[src/rtl/fpba_pkg.sv]
// Shared types and constants for the fit-policy block allocator.
package fpba_pkg;

    // Stream field widths
    localparam int BLK_FIELD_W = 4;
    localparam int AMT_FIELD_W = 16;
    localparam int TDATA_W     = 24;

    // Configuration register widths and indexes
    localparam int CFG_DATA_W  = 5;
    localparam int BCNT_W      = 5;
    localparam logic REG_FIT_MODE    = 1'b0;
    localparam logic REG_BLOCK_COUNT = 1'b1;
    localparam logic [BCNT_W-1:0] BCNT_RESET = 5'd16;

    // Item kinds carried in tuser
    localparam logic FUNC_LOAD  = 1'b0;
    localparam logic FUNC_ALLOC = 1'b1;

    typedef enum logic [1:0] {
        MODE_FIRST = 2'd0,
        MODE_BEST  = 2'd1,
        MODE_WORST = 2'd2,
        MODE_NEXT  = 2'd3
    } mode_t;

    typedef enum logic [3:0] {
        ST_IDLE   = 4'b0001,
        ST_SCAN   = 4'b0010,
        ST_WRITE  = 4'b0100,
        ST_FINISH = 4'b1000
    } state_t;

endpackage

[src/rtl/fit_policy_block_allocator_unit.sv]
// Top level of the fit-policy block allocator: ring of capacity cells and control.
//
// Block capacities sit in a ring of MAX_BLOCKS cells that, during a scan,
// rotates one place per cycle past a single compare stage. A load transfer
// writes its cell directly and its result passes through the FINISH state to the
// output register. An allocate transfer rotates the ring once round (whatever
// block_count is), then writes back the reduced capacity in the WRITE state and
// presents the result from the FINISH state, one item at a
// time. The next item is accepted as soon as the previous result has moved into
// the output register, even if that result has not yet been taken. The table
// needs no clearing after reset; every block must be loaded before use.
module fit_policy_block_allocator_unit
    import fpba_pkg::*;
#(
    parameter int MAX_BLOCKS = 16,
    parameter int SIZE_BITS  = 16
)
(
    input  logic                  clk,
    input  logic                  rst_n,
    // configuration
    input  logic                  cfg_we,
    input  logic                  cfg_addr,
    input  logic [CFG_DATA_W-1:0] cfg_wdata,
    // input stream
    input  logic                  s_tvalid,
    output logic                  s_tready,
    input  logic [TDATA_W-1:0]    s_tdata,   // block_index[3:0], amount[19:4], zeros
    input  logic                  s_tuser,   // func
    // result stream
    output logic                  m_tvalid,
    input  logic                  m_tready,
    output logic [TDATA_W-1:0]    m_tdata,   // chosen_block[3:0], capacity_left[19:4], zeros
    output logic                  m_tuser    // granted
);

    localparam int IDX_W = $clog2(MAX_BLOCKS);
    localparam int CNT_W = $clog2(MAX_BLOCKS + 1);
    localparam logic [IDX_W-1:0] LAST_STEP = IDX_W'(MAX_BLOCKS - 1);

    state_t state_reg, state_next;

    mode_t             fit_mode_reg;
    logic [BCNT_W-1:0] block_count_reg;
    logic [IDX_W-1:0]  next_pointer_reg, next_pointer_next;
    logic [IDX_W-1:0]  step_reg, step_next;
    logic [SIZE_BITS-1:0] need_reg, need_next;

    logic                   res_granted_reg, res_granted_next;
    logic [BLK_FIELD_W-1:0] res_block_reg, res_block_next;
    logic [AMT_FIELD_W-1:0] res_cap_reg, res_cap_next;

    logic               m_tvalid_reg, m_tvalid_next;
    logic [TDATA_W-1:0] m_tdata_reg, m_tdata_next;
    logic               m_tuser_reg, m_tuser_next;

    logic [BLK_FIELD_W-1:0] in_block;
    logic [AMT_FIELD_W-1:0] in_amount;
    logic [SIZE_BITS-1:0]   in_size;
    logic                   in_xfer;
    logic                   load_ok;
    logic                   out_free;

    logic [CNT_W-1:0] blocks_used;
    logic [IDX_W-1:0] scan_start;

    logic                 wr_any;
    logic [IDX_W-1:0]     wr_idx;
    logic [SIZE_BITS-1:0] wr_data;
    logic                 shift_en;

    logic                 scan_found;
    logic [IDX_W-1:0]     scan_sel;
    logic [SIZE_BITS-1:0] scan_cap;
    logic [SIZE_BITS-1:0] cap_after;

    logic [SIZE_BITS-1:0] cap [MAX_BLOCKS];

    assign in_block  = s_tdata[BLK_FIELD_W-1:0];
    assign in_amount = s_tdata[BLK_FIELD_W +: AMT_FIELD_W];
    assign in_size   = SIZE_BITS'(in_amount);
    assign s_tready  = (state_reg == ST_IDLE);
    assign in_xfer   = s_tvalid && s_tready;
    assign load_ok   = (32'(in_block) < 32'(MAX_BLOCKS));
    assign out_free  = !m_tvalid_reg || m_tready;
    assign shift_en  = (state_reg == ST_SCAN);
    assign cap_after = scan_cap - need_reg;

    // block_count of zero acts as one, above the table as the table size
    always_comb
    begin
        if (block_count_reg == '0)
        begin
            blocks_used = CNT_W'(1);
        end
        else if (32'(block_count_reg) > 32'(MAX_BLOCKS))
        begin
            blocks_used = CNT_W'(MAX_BLOCKS);
        end
        else
        begin
            blocks_used = CNT_W'(block_count_reg);
        end
    end

    assign scan_start = (CNT_W'(next_pointer_reg) < blocks_used) ? next_pointer_reg : '0;

    // configuration registers
    always_ff @(posedge clk or negedge rst_n)
    begin
        if (!rst_n)
        begin
            fit_mode_reg    <= MODE_FIRST;
            block_count_reg <= BCNT_RESET;
        end
        else if (cfg_we)
        begin
            unique case (cfg_addr)
                REG_FIT_MODE:    fit_mode_reg    <= mode_t'(cfg_wdata[1:0]);
                REG_BLOCK_COUNT: block_count_reg <= cfg_wdata[BCNT_W-1:0];
                default:         ;
            endcase
        end
    end

    // ring of cells; cell 0 is the head seen by the scan
    for (genvar i = 0; i < MAX_BLOCKS; i++)
    begin : g_cell
        localparam int NXT = (i + 1) % MAX_BLOCKS;

        fpba_cell #(
            .SIZE_BITS (SIZE_BITS)
        ) u_cell (
            .clk      (clk),
            .shift_en (shift_en),
            .shift_in (cap[NXT]),
            .wr_en    (wr_any && (wr_idx == IDX_W'(i))),
            .wr_data  (wr_data),
            .cap      (cap[i])
        );
    end

    fpba_scan #(
        .MAX_BLOCKS (MAX_BLOCKS),
        .SIZE_BITS  (SIZE_BITS)
    ) u_scan (
        .clk         (clk),
        .rst_n       (rst_n),
        .clear       (in_xfer),
        .step_en     (shift_en),
        .mode        (fit_mode_reg),
        .need        (need_reg),
        .cap         (cap[0]),
        .step        (step_reg),
        .blocks_used (blocks_used),
        .start       (scan_start),
        .found       (scan_found),
        .sel         (scan_sel),
        .sel_cap     (scan_cap)
    );

    // cell write port: loads from IDLE, write-back after a scan
    always_comb
    begin
        wr_any  = 1'b0;
        wr_idx  = scan_sel;
        wr_data = cap_after;
        if ((state_reg == ST_IDLE) && in_xfer && (s_tuser == FUNC_LOAD) && load_ok)
        begin
            wr_any  = 1'b1;
            wr_idx  = IDX_W'(in_block);
            wr_data = in_size;
        end
        else if ((state_reg == ST_WRITE) && scan_found)
        begin
            wr_any = 1'b1;
        end
    end

    always_comb
    begin
        state_next        = state_reg;
        step_next         = step_reg;
        need_next         = need_reg;
        next_pointer_next = next_pointer_reg;
        res_granted_next  = res_granted_reg;
        res_block_next    = res_block_reg;
        res_cap_next      = res_cap_reg;
        m_tvalid_next     = m_tvalid_reg && !m_tready;
        m_tdata_next      = m_tdata_reg;
        m_tuser_next      = m_tuser_reg;

        unique case (state_reg)
            ST_IDLE:
            begin
                if (in_xfer)
                begin
                    if (s_tuser == FUNC_LOAD)
                    begin
                        res_granted_next = load_ok;
                        res_block_next   = in_block;
                        res_cap_next     = load_ok ? AMT_FIELD_W'(in_size) : '0;
                        state_next       = ST_FINISH;
                    end
                    else
                    begin
                        need_next  = in_size;
                        step_next  = '0;
                        state_next = ST_SCAN;
                    end
                end
            end
            ST_SCAN:
            begin
                step_next = step_reg + 1'b1;
                if (step_reg == LAST_STEP)
                begin
                    state_next = ST_WRITE;
                end
            end
            ST_WRITE:
            begin
                res_granted_next = scan_found;
                res_block_next   = scan_found ? BLK_FIELD_W'(scan_sel) : '0;
                res_cap_next     = scan_found ? AMT_FIELD_W'(cap_after) : '0;
                if (scan_found && (fit_mode_reg == MODE_NEXT))
                begin
                    next_pointer_next = scan_sel;
                end
                state_next = ST_FINISH;
            end
            ST_FINISH:
            begin
                if (out_free)
                begin
                    m_tvalid_next = 1'b1;
                    m_tdata_next  = {{(TDATA_W - BLK_FIELD_W - AMT_FIELD_W){1'b0}},
                                     res_cap_reg, res_block_reg};
                    m_tuser_next  = res_granted_reg;
                    state_next    = ST_IDLE;
                end
            end
            default:
            begin
                state_next = ST_IDLE;
            end
        endcase
    end

    always_ff @(posedge clk or negedge rst_n)
    begin
        if (!rst_n)
        begin
            state_reg        <= ST_IDLE;
            step_reg         <= '0;
            next_pointer_reg <= '0;
            m_tvalid_reg     <= 1'b0;
        end
        else
        begin
            state_reg        <= state_next;
            step_reg         <= step_next;
            next_pointer_reg <= next_pointer_next;
            m_tvalid_reg     <= m_tvalid_next;
        end
    end

    always_ff @(posedge clk)
    begin
        need_reg        <= need_next;
        res_granted_reg <= res_granted_next;
        res_block_reg   <= res_block_next;
        res_cap_reg     <= res_cap_next;
        m_tdata_reg     <= m_tdata_next;
        m_tuser_reg     <= m_tuser_next;
    end

    assign m_tvalid = m_tvalid_reg;
    assign m_tdata  = m_tdata_reg;
    assign m_tuser  = m_tuser_reg;

    // one item in flight: no second transfer straight after an accepted one
    a_one_in_flight: assert property (@(posedge clk) disable iff (!rst_n)
        (s_tvalid && s_tready) |=> !s_tready)
        else $error("input accepted while an item is in progress");

    // every scan starts with the ring at home
    a_scan_from_home: assert property (@(posedge clk) disable iff (!rst_n)
        $rose(state_reg == ST_SCAN) |-> (step_reg == '0))
        else $error("scan started with the ring rotated");

    // a chosen block always lies within the blocks in use
    a_pick_in_range: assert property (@(posedge clk) disable iff (!rst_n)
        ((state_reg == ST_WRITE) && scan_found) |-> (CNT_W'(scan_sel) < blocks_used))
        else $error("chosen block outside the blocks in use");

endmodule

[src/rtl/fpba_cell.sv]
// One capacity cell of the rotating ring.
module fpba_cell
    import fpba_pkg::*;
#(
    parameter int SIZE_BITS = 16
)
(
    input  logic                 clk,
    input  logic                 shift_en,
    input  logic [SIZE_BITS-1:0] shift_in,
    input  logic                 wr_en,
    input  logic [SIZE_BITS-1:0] wr_data,
    output logic [SIZE_BITS-1:0] cap
);

    logic [SIZE_BITS-1:0] cap_reg;

    always_ff @(posedge clk)
    begin
        if (wr_en)
        begin
            cap_reg <= wr_data;
        end
        else if (shift_en)
        begin
            cap_reg <= shift_in;
        end
    end

    assign cap = cap_reg;

endmodule

[src/rtl/fpba_scan.sv]
// Candidate selection at the head of the ring, one entry per cycle while step_en is high.
module fpba_scan
    import fpba_pkg::*;
#(
    parameter int MAX_BLOCKS = 16,
    parameter int SIZE_BITS  = 16,
    localparam int IDX_W     = $clog2(MAX_BLOCKS),
    localparam int CNT_W     = $clog2(MAX_BLOCKS + 1)
)
(
    input  logic                 clk,
    input  logic                 rst_n,
    input  logic                 clear,
    input  logic                 step_en,
    input  mode_t                mode,
    input  logic [SIZE_BITS-1:0] need,
    input  logic [SIZE_BITS-1:0] cap,
    input  logic [IDX_W-1:0]     step,
    input  logic [CNT_W-1:0]     blocks_used,
    input  logic [IDX_W-1:0]     start,
    output logic                 found,
    output logic [IDX_W-1:0]     sel,
    output logic [SIZE_BITS-1:0] sel_cap
);

    logic                 found_reg, found_next;
    logic [IDX_W-1:0]     sel_reg, sel_next;
    logic [SIZE_BITS-1:0] sel_cap_reg, sel_cap_next;
    // first fit at or after the next-fit start
    logic                 hi_found_reg, hi_found_next;
    logic [IDX_W-1:0]     hi_sel_reg, hi_sel_next;
    logic [SIZE_BITS-1:0] hi_cap_reg, hi_cap_next;

    logic fits;
    logic take;

    assign fits = (CNT_W'(step) < blocks_used) && (cap >= need);

    always_comb
    begin
        take = 1'b0;
        if (fits)
        begin
            if (!found_reg)
            begin
                take = 1'b1;
            end
            else
            begin
                case (mode)
                    MODE_BEST:  take = (sel_cap_reg >= cap);
                    MODE_WORST: take = (sel_cap_reg < cap);
                    default:    take = 1'b0;
                endcase
            end
        end
    end

    always_comb
    begin
        found_next    = found_reg;
        sel_next      = sel_reg;
        sel_cap_next  = sel_cap_reg;
        hi_found_next = hi_found_reg;
        hi_sel_next   = hi_sel_reg;
        hi_cap_next   = hi_cap_reg;
        if (clear)
        begin
            found_next    = 1'b0;
            hi_found_next = 1'b0;
        end
        else if (step_en)
        begin
            if (take)
            begin
                found_next   = 1'b1;
                sel_next     = step;
                sel_cap_next = cap;
            end
            if (fits && !hi_found_reg && (step >= start))
            begin
                hi_found_next = 1'b1;
                hi_sel_next   = step;
                hi_cap_next   = cap;
            end
        end
    end

    always_ff @(posedge clk or negedge rst_n)
    begin
        if (!rst_n)
        begin
            found_reg    <= 1'b0;
            hi_found_reg <= 1'b0;
        end
        else
        begin
            found_reg    <= found_next;
            hi_found_reg <= hi_found_next;
        end
    end

    always_ff @(posedge clk)
    begin
        sel_reg     <= sel_next;
        sel_cap_reg <= sel_cap_next;
        hi_sel_reg  <= hi_sel_next;
        hi_cap_reg  <= hi_cap_next;
    end

    // next fit wraps to the overall first fit when nothing fits at or after the start
    always_comb
    begin
        if ((mode == MODE_NEXT) && hi_found_reg)
        begin
            found   = 1'b1;
            sel     = hi_sel_reg;
            sel_cap = hi_cap_reg;
        end
        else
        begin
            found   = found_reg;
            sel     = sel_reg;
            sel_cap = sel_cap_reg;
        end
    end

endmodule

[config.mk]
export PLATFORM = sky130hd
export DESIGN_NAME = fit_policy_block_allocator_unit
export DESIGN_NICKNAME = d
export VERILOG_FILES = /design/src/rtl/fpba_pkg.sv /design/src/rtl/fit_policy_block_allocator_unit.sv /design/src/rtl/fpba_cell.sv /design/src/rtl/fpba_scan.sv
export SDC_FILE = /design/constraint.sdc
export NUM_CORES = 1
export LEC_CHECK = 0
export BUFFER_PORTS_ARGS = -buffer_cell sky130_fd_sc_hd__buf_2
export CAP_MARGIN = 20
export CORE_MARGIN = 1
export CORE_UTILIZATION = 60
export DETAILED_ROUTE_END_ITERATION = 8
export HOLD_SLACK_MARGIN = 0.02
export PLACE_DENSITY = 0.85
export SLEW_MARGIN = 20
export SYNTH_ARGS = -nofsm -noshare
export SYNTH_HDL_FRONTEND = slang
export SYNTH_SLANG_ARGS = --single-unit
[constraint.sdc]
create_clock -name clk -period 6 [get_ports clk]
set_input_delay 0.3 -clock clk [delete_from_list [all_inputs] [get_ports clk]]
set_output_delay 0.3 -clock clk [all_outputs]
set_load 0.02 [all_outputs]
==> results of run 1 <==
-- per-layer routing --
metal | track usage [%] | wire length [microns]
met2 | 43.3 | 18600
met1 | 32.3 | 15800
met3 | 4.34 | 2230
met5 | 0 | 0
met4 | 8.30 | 1000
-- path summary, 6_finish.rpt --
path,startpoint,endpoint,slack [ns],depth (start not counted)
worst max-delay path,state_reg[0]$_DFFE_PN1P_,g_cell[7].u_cell.cap[9]$_DFFE_PP_,1.55,5
worst min-delay path,m_tready,m_tvalid$_DFF_PN0_,0.1,3
worst max register to register,state_reg[0]$_DFFE_PN1P_,g_cell[7].u_cell.cap[9]$_DFFE_PP_,1.55,5
worst min register to register,res_cap_reg[0]$_DFFE_PP_,m_tdata[4]$_DFFE_PP_,0.42,0
max in group asynchronous,rst_n,block_count_reg[4]$_DFFE_PN1P_,5.38,2
min in group asynchronous,rst_n,fit_mode_reg[0]$_DFFE_PN0P_,0.26,2
-- cells in the mapped netlist (4+ instances only) --
| library cell | n | area, sq um |
|---|---|---|
| edfxtp_1 | 354 | 10600 |
| mux2_2 | 267 | 3010 |
| nand2_1 | 73 | 274 |
| ha_1 | 61 | 763 |
| inv_1 | 43 | 161 |
| o21ai_0 | 39 | 195 |
| nor2_1 | 32 | 120 |
| a21oi_1 | 31 | 155 |
| clkbuf_1 | 25 | 93.8 |
| dfrtp_1 | 20 | 500 |
| buf_2 | 18 | 90.1 |
| nand2b_1 | 16 | 100 |
| a21o_1 | 15 | 113 |
| buf_4 | 12 | 90.1 |
| nor2b_1 | 11 | 68.8 |
| mux2_4 | 9 | 135 |
| nand4_1 | 9 | 56.3 |
| mux2i_1 | 8 | 80.1 |
| xor2_1 | 8 | 70.1 |
| a22o_1 | 7 | 61.3 |
| a31oi_1 | 6 | 37.5 |
| nand3_1 | 6 | 30.0 |
| o21a_1 | 6 | 45.0 |
| xnor2_1 | 6 | 52.6 |
| and3_1 | 5 | 31.3 |
| a211oi_1 | 4 | 30.0 |
| and2_1 | 4 | 25.0 |
| or2_2 | 4 | 25.0 |
-- layout make-up --
type / instances / area [sq um]
Sequential cell: 376 / 11200
Fill cell: 1889 / 9100
Multi-Input combinational cell: 690 / 6100
Clock buffer: 50 / 1040
Timing Repair Buffer: 95 / 633
Tap cell: 384 / 480
Clock inverter: 20 / 161
Inverter: 43 / 161
-- cell families after synthesis --
group | after synthesis | share of synthesized area (%)
buf+inv | 100 | 2.55
simple gates | 184 | 5.45
fa+ha+maj | 62 | 4.43
flops | 376 | 63.3
mux | 285 | 18.3
compound gates | 141 | 5.30
other cells | 1 | 0.0212
xor+xnor | 14 | 0.694
-- worst register-to-register path, delay by kind of cell, from the launching register on --
| family | cells | cell delay, ns |
|---|---|---|
| flip-flops | 1 | 0.59 |
| AND/OR/NAND/NOR | 4 | 2.52 |
| AO/OA/AOI/OAI | 1 | 0.95 |
-- layout by cell type (no fill, tap or decap), drive strengths merged, types with 16 or more instances in the layout --
cell	synthesis	layout
dlygate4sd3	0	22
ha	61	61
edfxtp	354	354
nor2	34	34
mux2	277	277
nand2b	16	16
buf	32	73
o21ai	41	41
inv	43	47
clkbuf	25	50
nand2	73	73
a21oi	31	31
dfrtp	20	20
-- power by group --
part,switching [mW],internal (mW),total (mW)
Combinational,1.02,0.500,1.52
Clock,1.00,1.28,2.28
Sequential,0.159,3.36,3.52
-- what timing repair did --
| action | 4_1_cts | 5_1_grt |
|---|---|---|
| hold buffers | 22 | 0 |
| endpoints found under the hold margin | 42 | 0 |
| buffers inserted | 0 | 0 |
==> reports/qor.txt, run 1 <==
Async S/R FF share, synth = 5.85%
Unrepaired setup endpoints after global routing = no
GRT Overall Usage = 25.1%
Critical-path top delay cell = o32ai_1
Routed wire length per instance = 22.7 microns
Ys Warns = 0
Max FFs per register = 256
VDD IR max = 0.271 mV
CP Cell Sequence = nor4b_4 -> nand3b_4 -> o32ai_1 -> nand2_1 -> nand2_1
Nets = 1342
Post-Syn Area = 17700 sq um
Sequential fraction of the synthesis area = 63.3%
Largest net degree at the start of global routing = 29
CTS tree = yes
Final hold vios = 0
Die area = 30100 sq um
Vias per inst = 6.11
Max_cap viols = 0
Synth Flop Type = edfxtp_1
Setup ws final = 1.55 ns
Buf/Inv on CP = 0
Clock buffer depth = 3
Remaining global-route overflow = 0
Post-synthesis register bit count = 376
Vias = 10100
Status = finished, final reports clean
Resized Gates After CTS = 0
Clock latency on the worst-skew pair = 0.53 ns
Synth Instances = 1163
H-tree levels = 2
Initial DRC count = 886
Max stage delay on crit path = 0.94 ns
Root Driver = clkbuf_16
Hpwl dp = 24300 microns
Core Region = 28900 sq um
Top cell by count, worst path = nand2_1
Worst Path Required = 6.15 ns
Data arrival time of the critical path = 4.60 ns
Synthesized area per cell = 15.2 sq um
# IOs = 63
Initial antenna violation count = 0
Synthesis-to-finish area growth = 11.8%
Crit path capture type = flop
Slew Limit Fails = 0
Drt pass-1 iters = 5
Peak Freq = 0.225 GHz
Starting Density = 61.3%
Final std cells w/o fill = 1658
GPL Wtd Cong = 0.941
Clock Skew = 0.0152 ns
Relative slew slack = 25.8%
CTS buffer count = 38
Setup CP Type = reg -> reg
Number of I/O port buffers = 54
Worst Tran Pin Value = 1.11 ns
Die height = 174 microns
Fin crit period = 4.45 ns
Pwr Density = 371 nW/um^2
EDFF count, synth = 354
DP Cell Count = 1566
Post-place setup slack = 1.62 ns
Antenna-violating nets left = 0
Pleak = 7.23 nW
Antenna cell count = 0
Tcrit/Tclk final = 74.1%
Final Power = 7.32 mW
Clock sinks = 376
Synth unique cells = 71
CP Launch Type = flop
Share of cells above drive strength 1 = 34.0%
Final WL = 37600 microns
Top delay family on crit path = simple AND/OR/NAND/NOR gates
CTS clk-pin slew, worst paths = 0.06 ns
Finished Cell Area = 19800 sq um
CP Max Fanout = 28
Hold Crit Class = in -> reg
Sum Neg Setup Slack = 0 ns
First-pass GRT wire length = 57700 microns
Number of DRC violations after detailed routing = 0
Row count = 62
Placed Area = 18300 sq um
DIE WIDTH = 174 microns
Vias in the first global route = 10200
Core Util, Final = 68.5%
Final Setup Violations = 0
Hold Slack = 0.0973 ns
Power figures use the tool's default switching activity.
==> inputs of run 2 (changes only) <==
==> constraint.sdc (replaced) <==
create_clock -name clk -period 4.1 [get_ports clk]
set_input_delay 0.205 -clock clk [delete_from_list [all_inputs] [get_ports clk]]
set_output_delay 0.205 -clock clk [all_outputs]
set_load 0.02 [all_outputs]
==> run 2 against run 1 <==
  * Sequential power is 46% higher
  * Sequential share of layout area decreased by 1.3 points
  * Global-route usage increased by 0.81 points
  * First-iteration DRC count up 24%
  * Maximum frequency rose by 15%
  * Via count up 3.7%
  * Die area unchanged
  * Combinational power up 55%
  * Non-clock buffer count increased by 48
  * Count of clock-buffer cells in the layout down 4
  * Largest power group unchanged
==> reports/qor.txt, run 2 (synthesized netlist as in run 1, its figures left out) <==
Row count = 62
CTS clk-pin slew, worst paths = 0.06 ns
Largest net degree at the start of global routing = 29
Die area = 30100 sq um
GRT Overall Usage = 25.9%
Max FFs per register = 256
Worst Path Required = 4.37 ns
Fin crit period = 3.87 ns
Starting Density = 61.3%
Combined area of the multi-input logic cells = 6100 sq um
Clock Skew = 0.0286 ns
Antenna-violating nets left = 0
Worst Tran Pin Value = 0.966 ns
Root Driver = clkbuf_16
# IOs = 63
Final Setup Violations = 0
Initial DRC count = 1097
Hold Slack = 0.0486 ns
Vias = 10500
Post-place setup slack = -0.0725 ns
Nets = 1391
Number of DRC violations after detailed routing = 0
Final WL = 38900 microns
Slew Limit Fails = 0
Clock buffer depth = 3
Clock latency on the worst-skew pair = 0.54 ns
Status = finished, final reports clean
Data arrival time of the critical path = 4.14 ns
Initial antenna violation count = 0
CTS tree = yes
Relative slew slack = 35.6%
Share of cells above drive strength 1 = 36.0%
Filler Cell Count = 1809
Setup ws final = 0.230 ns
Clock sinks = 376
Drt pass-1 iters = 6
Peak Freq = 0.258 GHz
Pleak = 7.54 nW
CP Launch Type = flop
Unrepaired setup endpoints after global routing = no
Most common cell after layout, fill and taps aside = edfxtp_1
GPL Wtd Cong = 0.988
Vias in the first global route = 10700
First-pass GRT wire length = 59400 microns
CTS buffer count = 39
CP Max Fanout = 16
Number of I/O port buffers = 54
Core Util, Final = 70.1%
Max_cap viols = 0
Crit path capture type = flop
Routed wire length per instance = 22.8 microns
Setup CP Type = reg -> reg
Pwr Density = 548 nW/um^2
Tcrit/Tclk final = 94.4%
Sum Neg Setup Slack = 0 ns
Hold Crit Class = in -> reg
Antenna cell count = 0
Final Power = 11.1 mW
Hpwl dp = 25500 microns
Final hold vios = 0
Register area = 11200 sq um
Synthesis-to-finish area growth = 14.5%
H-tree levels = 2
Most frequent cells in the layout = edfxtp_1 (354), mux2_2 (267), nand2_1 (73), ha_1 (61), buf_4 (61)
Die height = 174 microns
Vias per inst = 6.14
Core Region = 28900 sq um
Remaining global-route overflow = 0
DIE WIDTH = 174 microns
VDD IR max = 0.468 mV
run 2: changes by cell type in the layout (fill, tap and decap cells not counted), sizes merged:
cell and change:
inv -2, clkbuf -4, buf +43, clkinv +8
dlygate4sd3 +5, bufinv +4, clkinvlp -4
run 2: worst paths after layout:
check / end / cells after the start / slack [ns] / startpoint
min in group asynchronous: next_pointer_reg[1]$_DFFE_PN0P_ / 2 / 0.17 / rst_n
worst max register to register: g_cell[13].u_cell.cap[14]$_DFFE_PP_ / 14 / 0.23 / fit_mode_reg[0]$_DFFE_PN0P_
worst max-delay path: g_cell[13].u_cell.cap[14]$_DFFE_PP_ / 14 / 0.23 / fit_mode_reg[0]$_DFFE_PN0P_
worst min register to register: m_tdata[4]$_DFFE_PP_ / 0 / 0.43 / res_cap_reg[0]$_DFFE_PP_
max in group asynchronous: state_reg[0]$_DFFE_PN1P_ / 2 / 3.57 / rst_n
worst min-delay path: fit_mode_reg[1]$_DFFE_PN0P_ / 4 / 0.05 / cfg_addr
run 2: where the power goes:
part	leakage (nW)	switching, mW	internal (mW)
Sequential	3.49	0.235	4.91
Combinational	3.41	1.53	0.824
Clock	0.628	1.47	2.11
Total	7.54	3.24	7.85
run 2: per-layer routing:
metal,global-route usage [%],vias up,wire length [microns]
met5,0,-,0
met1,32.8,5167,15500
met2,44.4,529,18900
met4,11.1,0,1620
met3,4.21,106,2840
li1,-,4692,-
run 2: repair_timing:
| item | CTS | global route |
|---|---|---|
| setup endpoints to repair | 16 | 16 |
| hold endpoints to repair | 60 | 0 |
| pin swaps | 0 | 1 |
| resized for setup | 1 | 0 |
| buffers inserted | 0 | 1 |
| cloned | 0 | 0 |
| hold buffers | 27 | 0 |
run 2: metrics by stage:
stage	instances	area, sq um
finish	1708	20200
global route	1708	20200
CTS	1707	20200
detailed placement	1608	18600
global placement	1608	18600
floorplan	1166	17700
run 2: cell type report:
type                    count  area share (%)
flip-flops and latches    376            55.3
multi-input cells         690            30.1
clock buffers              46            5.06
repair buffers            143            5.03
well taps                 384            2.37
clock inverters            26            1.32
inverters                  43           0.798
run 2: critical path, stage by stage, from the launching register on:
cell	delay (ns)
dfrtp_1	0.40
ha_1	0.26
nand2_1	0.28
buf_4	0.23
mux2i_1	0.09
ha_1	0.21
fa_1	0.42
nor2b_1	0.20
o31a_1	0.23
o21ai_1	0.16
a31o_2	0.24
xnor2_1	0.25
a21oi_1	0.11
buf_4	0.24
mux2_2	0.30
